$ cat src/rtl/core/lrsv_pkg.sv
`default_nettype none
package lrsv_pkg;

    localparam int OFFSET_BITS_DEF = 24;
    localparam int SIZE_W          = 24;
    localparam int COUNT_W         = 24;

    // parse phases
    localparam logic [2:0] PH_TYPE    = 3'd0;
    localparam logic [2:0] PH_LEN_HI  = 3'd1;
    localparam logic [2:0] PH_LEN_LO  = 3'd2;
    localparam logic [2:0] PH_ADR_HI  = 3'd3;
    localparam logic [2:0] PH_ADR_LO  = 3'd4;
    localparam logic [2:0] PH_PAYLOAD = 3'd5;

    // verdict codes
    localparam logic [2:0] ST_OK      = 3'd0;
    localparam logic [2:0] ST_TRUNC   = 3'd1;
    localparam logic [2:0] ST_WRAP    = 3'd2;
    localparam logic [2:0] ST_MAILBOX = 3'd3;
    localparam logic [2:0] ST_LOADER  = 3'd4;
    localparam logic [2:0] ST_BADLEN  = 3'd5;
    localparam logic [2:0] ST_BADREC  = 3'd6;
    localparam logic [2:0] ST_MISSING = 3'd7;

    localparam logic [7:0]  KIND_DATA   = 8'h00;
    localparam logic [7:0]  KIND_END    = 8'hff;
    localparam logic [16:0] ADDR_LIMIT  = 17'h10000;
    localparam logic [15:0] MAILBOX_LO  = 16'hff62;
    localparam logic [15:0] MAILBOX_HI  = 16'hff64;
    localparam logic [15:0] LOADER_LO   = 16'hfe00;
    localparam logic [15:0] LOADER_HI   = 16'hfeff;

    typedef struct packed {
        logic       kind;
        logic [7:0] byte_value;
    } item_t;

    typedef struct packed {
        logic [2:0]         status;
        logic [15:0]        entry_addr;
        logic [COUNT_W-1:0] payload_total;
        logic [COUNT_W-1:0] consumed_total;
        logic [COUNT_W-1:0] record_total;
    } result_t;

endpackage
`default_nettype wire

$ cat src/rtl/core/lrsv_step.sv
`default_nettype none
module lrsv_step #(
    parameter int OFFSET_BITS = lrsv_pkg::OFFSET_BITS_DEF
) (
    input  wire logic                        clk,
    input  wire logic                        rst_n,
    input  wire logic                        step_valid,
    input  wire lrsv_pkg::item_t             step_item,
    input  wire logic [lrsv_pkg::SIZE_W-1:0] size_limit,
    output logic                             res_valid,
    output lrsv_pkg::result_t                res
);
    import lrsv_pkg::*;

    localparam int CMP_W = (OFFSET_BITS > SIZE_W) ? OFFSET_BITS : SIZE_W;

    logic [2:0]             phase_reg, phase_next;
    logic [7:0]             kind_reg, kind_next;
    logic [15:0]            len_reg, len_next;
    logic [7:0]             adrh_reg, adrh_next;
    logic [OFFSET_BITS-1:0] offset_reg, offset_next;
    logic [15:0]            left_reg, left_next;
    logic [COUNT_W-1:0]     count_reg, count_next;
    logic [COUNT_W-1:0]     total_reg, total_next;

    logic [OFFSET_BITS-1:0] offset_inc;
    logic [CMP_W-1:0]       offset_ext, offset_inc_ext, size_ext, len_ext;
    logic [15:0]            addr, left_dec;
    logic [16:0]            span_end, span_last;
    logic                   len_nz, hit_mailbox, hit_loader, bad_len;
    logic                   verdict;
    logic [2:0]             status;

    always_comb
    begin
        offset_inc     = offset_reg + 1'b1;
        offset_ext     = CMP_W'(offset_reg);
        offset_inc_ext = CMP_W'(offset_inc);
        size_ext       = CMP_W'(size_limit);
        len_ext        = CMP_W'(len_reg);
        addr           = {adrh_reg, step_item.byte_value};
        span_end       = {1'b0, addr} + {1'b0, len_reg};
        span_last      = span_end - 17'd1;
        len_nz         = (len_reg != 16'd0);
        hit_mailbox    = len_nz && (addr <= MAILBOX_HI) && (span_last >= {1'b0, MAILBOX_LO});
        hit_loader     = len_nz && (addr <= LOADER_HI) && (span_last >= {1'b0, LOADER_LO});
        // room left after this byte counts as zero once the size is reached
        if (offset_inc_ext < size_ext)
        begin
            bad_len = len_ext > (size_ext - offset_inc_ext);
        end
        else
        begin
            bad_len = len_nz;
        end
        left_dec = left_reg - 16'd1;
    end

    always_comb
    begin
        phase_next  = phase_reg;
        kind_next   = kind_reg;
        len_next    = len_reg;
        adrh_next   = adrh_reg;
        offset_next = offset_reg;
        left_next   = left_reg;
        count_next  = count_reg;
        total_next  = total_reg;
        verdict     = 1'b0;
        status      = ST_OK;

        if (step_item.kind || (offset_ext >= size_ext))
        begin
            verdict = 1'b1;
            status  = ST_TRUNC;
        end
        else
        begin
            offset_next = offset_inc;
            unique case (phase_reg)
                PH_TYPE:
                begin
                    kind_next  = step_item.byte_value;
                    phase_next = PH_LEN_HI;
                end
                PH_LEN_HI:
                begin
                    len_next   = {step_item.byte_value, 8'h00};
                    phase_next = PH_LEN_LO;
                end
                PH_LEN_LO:
                begin
                    len_next   = {len_reg[15:8], step_item.byte_value};
                    phase_next = PH_ADR_HI;
                end
                PH_ADR_HI:
                begin
                    adrh_next  = step_item.byte_value;
                    phase_next = PH_ADR_LO;
                end
                PH_ADR_LO:
                begin
                    if (kind_reg == KIND_DATA)
                    begin
                        if (span_end > ADDR_LIMIT)
                        begin
                            verdict = 1'b1;
                            status  = ST_WRAP;
                        end
                        else if (hit_mailbox)
                        begin
                            verdict = 1'b1;
                            status  = ST_MAILBOX;
                        end
                        else if (hit_loader)
                        begin
                            verdict = 1'b1;
                            status  = ST_LOADER;
                        end
                        else if (bad_len)
                        begin
                            verdict = 1'b1;
                            status  = ST_BADLEN;
                        end
                        else if (!len_nz)
                        begin
                            count_next = count_reg + 1'b1;
                            phase_next = PH_TYPE;
                        end
                        else
                        begin
                            left_next  = len_reg;
                            phase_next = PH_PAYLOAD;
                        end
                    end
                    else
                    begin
                        verdict = 1'b1;
                        if (kind_reg != KIND_END)
                        begin
                            status = ST_BADREC;
                        end
                        else if (count_reg == '0)
                        begin
                            status = ST_MISSING;
                        end
                        else if (addr >= MAILBOX_LO && addr <= MAILBOX_HI)
                        begin
                            status = ST_MAILBOX;
                        end
                        else if (addr >= LOADER_LO && addr <= LOADER_HI)
                        begin
                            status = ST_LOADER;
                        end
                        else
                        begin
                            status = ST_OK;
                        end
                    end
                end
                PH_PAYLOAD:
                begin
                    left_next = left_dec;
                    if (left_dec == 16'd0)
                    begin
                        count_next = count_reg + 1'b1;
                        total_next = total_reg + COUNT_W'(len_reg);
                        phase_next = PH_TYPE;
                    end
                end
                default:
                begin
                    phase_next = PH_TYPE;
                end
            endcase
            // size used up with more bytes still needed
            if (!verdict && (offset_inc_ext >= size_ext))
            begin
                verdict = 1'b1;
                status  = ST_TRUNC;
            end
        end

        res_valid                 = step_valid && verdict;
        res.status                = status;
        res.entry_addr            = (status == ST_OK) ? addr : 16'd0;
        res.payload_total         = total_next;
        res.consumed_total        = (status == ST_OK) ? offset_inc_ext[COUNT_W-1:0] : '0;
        res.record_total          = count_next;
    end

    always_ff @(posedge clk or negedge rst_n)
    begin
        if (!rst_n)
        begin
            phase_reg  <= PH_TYPE;
            kind_reg   <= '0;
            len_reg    <= '0;
            adrh_reg   <= '0;
            offset_reg <= '0;
            left_reg   <= '0;
            count_reg  <= '0;
            total_reg  <= '0;
        end
        else if (step_valid)
        begin
            if (verdict)
            begin
                phase_reg  <= PH_TYPE;
                kind_reg   <= '0;
                len_reg    <= '0;
                adrh_reg   <= '0;
                offset_reg <= '0;
                left_reg   <= '0;
                count_reg  <= '0;
                total_reg  <= '0;
            end
            else
            begin
                phase_reg  <= phase_next;
                kind_reg   <= kind_next;
                len_reg    <= len_next;
                adrh_reg   <= adrh_next;
                offset_reg <= offset_next;
                left_reg   <= left_next;
                count_reg  <= count_next;
                total_reg  <= total_next;
            end
        end
    end

    a_verdict_clears: assert property (@(posedge clk) disable iff (!rst_n)
        res_valid |=> (phase_reg == PH_TYPE && count_reg == '0 && offset_reg == '0))
        else $error("state not cleared after verdict");

    a_payload_left: assert property (@(posedge clk) disable iff (!rst_n)
        (phase_reg == PH_PAYLOAD) |-> (left_reg != 16'd0))
        else $error("payload phase with nothing left");

    a_idle_hold: assert property (@(posedge clk) disable iff (!rst_n)
        !step_valid |=> ($stable(offset_reg) && $stable(count_reg) && $stable(phase_reg)))
        else $error("state moved without an item");

    a_ok_has_data: assert property (@(posedge clk) disable iff (!rst_n)
        (res_valid && res.status == ST_OK) |-> (res.record_total != '0))
        else $error("ok verdict without data records");

endmodule
`default_nettype wire

$ cat src/rtl/core/load_record_stream_validator.sv
`default_nettype none
// channel  | handshake                   | payload
// ---------+-----------------------------+--------------------------
// item     | item_valid / item_ready     | item   (kind, byte_value)
// result   | result_valid / result_ready | result (verdict and counts)
// config   | cfg_we                      | cfg_wdata (size limit)
//
// one file byte per cycle while no result waits untaken; each item is registered,
// parsed combinationally against the record state, and a verdict lands in the
// result register, which loads as the registered item is stepped.
// while a result waits untaken the parse step holds; the input register
// takes at most one more byte, then item_ready stays low until the result transfer.
// reset clears the record state and the size register to zero.
module load_record_stream_validator #(
    parameter int OFFSET_BITS = lrsv_pkg::OFFSET_BITS_DEF
) (
    input  wire logic                        clk,
    input  wire logic                        rst_n,
    input  wire logic                        item_valid,
    output logic                             item_ready,
    input  wire lrsv_pkg::item_t             item,
    output logic                             result_valid,
    input  wire logic                        result_ready,
    output lrsv_pkg::result_t                result,
    input  wire logic                        cfg_we,
    input  wire logic [lrsv_pkg::SIZE_W-1:0] cfg_wdata
);
    import lrsv_pkg::*;

    logic              item_full_reg;
    item_t             item_reg;
    logic              out_valid_reg;
    result_t           out_reg;
    logic [SIZE_W-1:0] size_reg;
    logic              step_go;
    logic              res_valid;
    result_t           res;

    assign step_go      = item_full_reg && (!out_valid_reg || result_ready);
    assign item_ready   = !item_full_reg || step_go;
    assign result_valid = out_valid_reg;
    assign result       = out_reg;

    lrsv_step #(
        .OFFSET_BITS(OFFSET_BITS)
    ) u_step (
        .clk       (clk),
        .rst_n     (rst_n),
        .step_valid(step_go),
        .step_item (item_reg),
        .size_limit(size_reg),
        .res_valid (res_valid),
        .res       (res)
    );

    always_ff @(posedge clk or negedge rst_n)
    begin
        if (!rst_n)
        begin
            size_reg <= '0;
        end
        else if (cfg_we)
        begin
            size_reg <= cfg_wdata;
        end
    end

    always_ff @(posedge clk or negedge rst_n)
    begin
        if (!rst_n)
        begin
            item_full_reg <= 1'b0;
        end
        else if (item_valid && item_ready)
        begin
            item_full_reg <= 1'b1;
        end
        else if (step_go)
        begin
            item_full_reg <= 1'b0;
        end
    end

    always_ff @(posedge clk)
    begin
        if (item_valid && item_ready)
        begin
            item_reg <= item;
        end
    end

    // result register: refill on a verdict, drain on transfer
    always_ff @(posedge clk or negedge rst_n)
    begin
        if (!rst_n)
        begin
            out_valid_reg <= 1'b0;
        end
        else if (step_go && res_valid)
        begin
            out_valid_reg <= 1'b1;
        end
        else if (result_ready)
        begin
            out_valid_reg <= 1'b0;
        end
    end

    always_ff @(posedge clk)
    begin
        if (step_go && res_valid)
        begin
            out_reg <= res;
        end
    end

endmodule
`default_nettype wire

$ cat config.mk
export PLATFORM = sky130hd
export DESIGN_NAME = load_record_stream_validator
export DESIGN_NICKNAME = d
export VERILOG_FILES = /design/src/rtl/core/lrsv_pkg.sv /design/src/rtl/core/lrsv_step.sv /design/src/rtl/core/load_record_stream_validator.sv
export SDC_FILE = /design/constraint.sdc
export NUM_CORES = 1
export LEC_CHECK = 0
export BUFFER_PORTS_ARGS = -buffer_cell sky130_fd_sc_hd__buf_4
export CAP_MARGIN = 30
export CORE_MARGIN = 3
export CORE_UTILIZATION = 50
export DETAILED_ROUTE_END_ITERATION = 8
export PLACE_DENSITY = 0.68
export SETUP_SLACK_MARGIN = 0.15
export SYNTH_ARGS = -nofsm -noshare
export SYNTH_HDL_FRONTEND = slang
export SYNTH_SLANG_ARGS = --single-unit
$ cat constraint.sdc
create_clock -name clk -period 14.3 [get_ports clk]
set_clock_uncertainty 0.15 [all_clocks]
set_input_delay 1.43 -clock clk [delete_from_list [all_inputs] [get_ports clk]]
set_output_delay 1.43 -clock clk [all_outputs]
set_load 0.005 [all_outputs]
# Word-level counts from Yosys, hierarchy flattened

Index checks and enable logic that the tools add are counted.

Flip-flop bits (word level): 249
Bits of input ports: 38
Output and inout bits: 93

Add/subtract/negate cells: 7
$lt $le $gt $ge: 11
Equal/unequal tests: 15
Multiplexer cells: 70
Reductions and logical operators: 37

Operators by type and width:

| cell                                                                | count |
|---|---|
| 2-to-1 mux 24 bit                                                   | 15 |
| 2-to-1 mux 16 bit                                                   | 10 |
| one-hot mux 16 bit (2 select lines)                                 | 2 |
| 2-to-1 mux 3 bit                                                    | 21 |
| adder 24 x 1 -> 24 bit, second input constant                       | 2 |
| greater-or-equal comparator 24 bit                                  | 2 |
| 2-to-1 mux 8 bit                                                    | 6 |
| one-hot mux 24 bit (2 select lines)                                 | 1 |
| greater-or-equal comparator 17 x 16 -> 1 bit, second input constant | 2 |
| greater-or-equal comparator 16 bit, second input constant           | 2 |
| <= comparator 16 bit, second input constant                         | 2 |
| adder 24 x 16 -> 24 bit                                             | 1 |
| > comparator 16 x 24 -> 1 bit                                       | 1 |
| zero test 24 bit                                                    | 1 |
| less-than comparator 24 bit                                         | 1 |
| subtractor 24 bit                                                   | 1 |
| one-hot mux 3 bit (6 select lines)                                  | 1 |
| adder 16 x 16 -> 17 bit                                             | 1 |
| > comparator 17 bit, second input constant                          | 1 |
| subtractor 17 x 1 -> 17 bit, second input constant                  | 1 |
| zero test 16 bit                                                    | 1 |
| nonzero test 16 bit                                                 | 1 |
| subtractor 16 x 1 -> 16 bit, second input constant                  | 1 |
| 2-to-1 mux 1 bit                                                    | 14 |
| other kinds (20)                                                    | 49 |

# Logic depth before layout (Yosys ltp)

Depth after elaboration: 18
Mapped depth: 28
Depth with buffers taken out: 25

# Modules after synthesis

From an unflattened synthesis, not the netlist that was laid out.

Cell total of the unflattened synthesis: 1870
Area, all modules: 17106.4 um^2

Modules (own cells, without submodules):

| module                       | instances | cells an instance | area an instance (um^2) | seq. area each (um^2) |
|---|---|---|---|---|
| lrsv_step                    | 1         | 1709              | 13010.0                 | 3078.0 |
| load_record_stream_validator | 1         | 161               | 4096.4                  | 3653.5 |

# Worst setup path after synthesis

Ideal clock, no wire load.

Kind: reg2reg
Start point: register u_step.offset_reg[0] (netlist: u_step.offset_ext[0])
End point: register out_reg (netlist bit result[0]) (enable)
Setup time: 0.445 ns
Arrival time: 7.889 ns
Setup slack: 5.816 ns
Cell stages (with the launch flop): 27
Buffers on the path: 2
Clock period less this slack: 8.484 ns
Cells stage by stage: dfrtp_1 > ha_1 > xnor2_1 > ha_1 > nand2b_1 > a21oi_1 > maj3_1 > maj3_1 > and3_1 > a211o_1 > o21ai_0 > xor2_1 > ha_1 > and4_1 > nand3_1 > a211o_1 > a21oi_1 > o311ai_0 > or4_1 > or4_1 > or4_4 > nor2_4 > o41a_4 > buf_6 > buf_6 > nand2_2 > inv_1

Word-level cells in the longest chain between the ends: 17
Elaborated cells on any way between the ends: 21

RTL lines:

| what                          | RTL line                            | RTL |
|---|---|---|
| start, declared               | lrsv_step.sv:21                     | `logic [OFFSET_BITS-1:0] offset_reg, offset_next;` |
| start signal, assigned        | lrsv_step.sv:224                    | `offset_reg <= offset_next;` |
| adder 24 x 1 -> 24 bit        | lrsv_step.sv:36                     | `offset_inc = offset_reg + 1'b1;` |
| subtractor 24 bit             | lrsv_step.sv:50                     | `bad_len = len_ext > (size_ext - offset_inc_ext);` |
| > comparator 16 x 24 -> 1 bit | lrsv_step.sv:50                     |  |
| 2-to-1 mux 1 bit              | lrsv_step.sv:48                     | `if (offset_inc_ext < size_ext)` |
| 2-to-1 mux 1 bit              | lrsv_step.sv:120                    | `else if (bad_len)` |
| 2-to-1 mux 1 bit              | lrsv_step.sv:115                    | `else if (hit_loader)` |
| 2-to-1 mux 1 bit              | lrsv_step.sv:110                    | `else if (hit_mailbox)` |
| 2-to-1 mux 1 bit              | lrsv_step.sv:105                    | `if (span_end > ADDR_LIMIT)` |
| 2-to-1 mux 1 bit              | lrsv_step.sv:103                    | `if (kind_reg == KIND_DATA)` |
| 2-to-1 mux 1 bit              | lrsv_step.sv:80                     | `unique case (phase_reg)` |
| 2-to-1 mux 1 bit              | lrsv_step.sv:72                     | `if (step_item.kind \|\| (offset_ext >= size_ext))` |
| zero test 1 bit               | lrsv_step.sv:177                    | `if (!verdict && (offset_inc_ext >= size_ext))` |
| logical AND 1 bit             | lrsv_step.sv:177                    |  |
| 2-to-1 mux 1 bit              | lrsv_step.sv:177                    |  |
| 2-to-1 mux 1 bit (*)          | lrsv_step.sv:72                     |  |
| logical AND 1 bit (*)         | lrsv_step.sv:184                    | `res_valid = step_valid && verdict;` |
| logical AND 1 bit (*)         | load_record_stream_validator.sv:111 | `if (step_go && res_valid)` |
| end signal, assigned          | load_record_stream_validator.sv:113 | `out_reg <= res;` |
| end, declared                 | load_record_stream_validator.sv:33  | `result_t out_reg;` |

Mark *: on every way between the ends. The rest lies on a longest branch, timed or not. The select of a mux whose other input is x is not followed.
A chain may end at the register's enable or synchronous reset.

# Worst setup path in the final report

Start point: register u_step.offset_reg[4] (netlist: u_step.offset_ext[4])
End point: register out_reg (netlist bit result[47]) (enable)

Same word-level chain as after synthesis.

==> reports/qor.yml <==
outcome:
  status: "completed"
timing:
  tightestPinTransition_ns: 1.110
  final_hold_viol_count: 0
  max_freq_mhz: 110.6
  setup_violations: 0
  rsz0062_at_grt: "false"
  slew_headroom_pct: 25.38
  finalMaxSlewViolations: 0
  fin_tns_setup_ns: 0
  min_period_ns: 9.040
  setup_ws_ns: 5.260
  post-route-period-util_pct: 63.22
logic_synthesis:
  yosysMostFrequentCell: "nand2_1"
  syn_nets: 1992
  synth_edf_count: 100
  synth.area.top_cells: "dfrtp_1, edfxtp_1, ha_1"
  yosysSeqAreaShare_pct: 39.46
  yosysTopAreaCellShare_pct: 21.86
  async_flop_share_pct: 59.84
  synth_cells: 1863
  ys_ff_latch: 249
  ys.flop_type: "dfrtp_1"
  netlist-cell-type-count: 95
  synth_area_mm2: 0.01706
  yosysWarnings: 0
  synth.avg_cell_area_um2: 9.157
  synth_area_leader_cell: "dfrtp_1"
  ys_top_cells_by_count: "nand2_1, o21ai_0, dfrtp_1"
power_and_ir_drop:
  p_sw_share_pct: 35.92
  combPwrFrac_pct: 32.0
  seq_power_share_pct: 37.4
  powerDensity_mw_per_mm2: 129.4
  peakVddDrop_v: 0.0001227
  switching_power_w: 0.0008969
  p_total_w: 0.002497
  p_int_w: 0.001600
  p_leak_nw: 8.123
  pwr-share-clk_pct: 30.5
grt:
  grt_pass1_vias: 14642
  overflow: 0
  grt_start_max_net_pins: 84
  grt_first_pass_wirelength_um: 78960
  antenna_found_initial: 0
  grtUsageTotal_pct: 26.77
layout:
  nets: 2076
  area_growth_syn_to_layout_pct: 13.12
  largest_reg_flops: 91
  post-route-util_pct: 57.40
  fill_cells: 2992
  final_layout_size_suffix_gt1_share_pct: 12.65
  antenna_cells: 0
routing:
  antenna_violating_nets_post_route: 0
  drtIter0Drc: 1293
  via_count: 15276
  wirelength_um: 49870
  drc: 0
  wire_per_inst_um: 20.63
  viasPerCell: 6.320
  first_pass_iters: 5
placement:
  finalWeightedCongestion: 0.9402
  pre_cts_slack_ns: 5.360
  port_buffers: 130
  hpwl_um: 35230
floorplan:
  die_h_um: 190.7
  initial_core_util_pct: 50.75
  coreArea_mm2: 0.03362
  chipWidth_um: 190.7
  boundaryPins: 131
  num_rows: 67
  die_area_mm2: 0.03637
clocking:
  postCtsHoldBufs: 0
  clkSinkCount: 249
  post_cts_buffers: 0
  clk_pin_slew_worst_paths_ns: 0.06
  cts_resized: 0
  cts_max_level: 1
  cts_buffers: 28
  clock_path_buffers: 3
  cts-root-buf: "clkbuf_16"
  cts_tree: "built"
  clock_latency_ns: 0.57
critical_path:
  cp_data_required_time_ns: 14.33
  arrival_ns: 9.07
  end_kind: "flip-flop"
  path_class: "reg2reg"
  cp_max_fo: 62
  reg2reg_slack_ns: 5.26
  start_kind: "flip-flop"
run:
  maxCapViolCount: 0
min_path:
  hold_path_class: "reg2reg"
layout make-up:
class	count	area (µm²)	share of cell area, %
multi-input combinational	1456	9702	50.28
timing repair buffer	141	1065	5.518
clock buffer	38	778.2	4.033
tap	448	560.5	2.905
inverter	71	269.0	1.394
sequential	249	6731	34.88
clock inverter	14	191.4	0.9920
final timing paths:
check	from	end	cells past startpoint
worst max-delay path	u_step.offset_ext[4]$_DFFE_PN0P_	result[47]$_SDFFCE_PP0P_	22
worst min-delay path	u_step.total_reg[0]$_DFFE_PN0P_	u_step.total_reg[0]$_DFFE_PN0P_	2
worst max register to register	u_step.offset_ext[4]$_DFFE_PN0P_	result[47]$_SDFFCE_PP0P_	22
worst min register to register	u_step.total_reg[0]$_DFFE_PN0P_	u_step.total_reg[0]$_DFFE_PN0P_	2
max in group asynchronous	rst_n	size_reg[16]$_DFFE_PN0P_	2
min in group asynchronous	rst_n	u_step.adrh_reg[2]$_DFFE_PN0P_	1
cell usage in the layout, fill, tap and decap left out, drive strengths merged, types with 39 or more instances in the layout:
| cell | count |
|---|---|
| nand2 | 202 |
| o21ai | 172 |
| dfrtp | 149 |
| buf | 140 |
| nor2 | 125 |
| edfxtp | 100 |
| a21oi | 92 |
| ha | 88 |
| inv | 71 |
| xnor2 | 59 |
| a22o | 51 |
| nor3 | 47 |
| nand3 | 44 |
| nor4 | 39 |
power groups by stage:
stage	combinational (W)	sequential, W	clock [W]
2_1_floorplan	0.000526	0.000917	0
3_3_place_gp	0.000774	0.000945	0
3_5_place_dp	0.000791	0.000947	0
4_1_cts	0.000796	0.000934	0.000776
5_1_grt	0.000873	0.000944	0.000803
6_report	0.000800	0.000935	0.000763
critical path: stages, from the launching register on:
cell and delay [ns]:
dfrtp_1 0.53, nand4_1 0.74, nor4_1 0.87, xnor2_1 0.27, a31oi_1 0.24, nand2_1 0.07
a211o_1 0.35, o21ai_0 0.24, xor2_1 0.10, ha_1 0.30, and4_1 0.20, nand3_1 0.10
a211o_1 0.23, a21oi_1 0.16, o311ai_0 0.15, or4_1 0.53, or4_1 0.52, or4_4 0.59
nor2_4 0.21, o41a_4 0.68, nand2_2 0.20, inv_4 0.39, buf_4 0.74
logic make-up (layout without fill, tap and decap cells):
family	Yosys count	in the layout	synth area share [%]
xor+xnor	101	101	5.670
compound gates	579	579	22.99
fa+ha+maj	95	95	7.041
mux	14	14	0.9242
buf+inv	158	264	3.814
simple gates	667	667	20.10
flops	249	249	39.46
layer usage:
metal  vias up  GRT usage [%]  wire, µm  part of all wire [%]
li1       7177              -         -                     -
met1      7477          36.46     21800                    44
met2       523          44.69     23730                    48
met3        99          3.143      2839                   5.7
met4         0          8.834      1499                   3.0
met5         -              0         0                     0
metrics by stage:
| step | hold slack (ns) | area (µm²) | std cells |
|---|---|---|---|
| after CTS | 0.3721 | 19300 | 2417 |
| after floorplan | 0.3111 | 17060 | 1863 |
| after global placement | 0.3440 | 18320 | 2364 |
| final | 0.3663 | 19300 | 2417 |
| after global routing | 0.3996 | 19300 | 2417 |
| after detailed placement | 0.3586 | 18330 | 2365 |
Note: power is estimated with default switching activity, not from simulation.
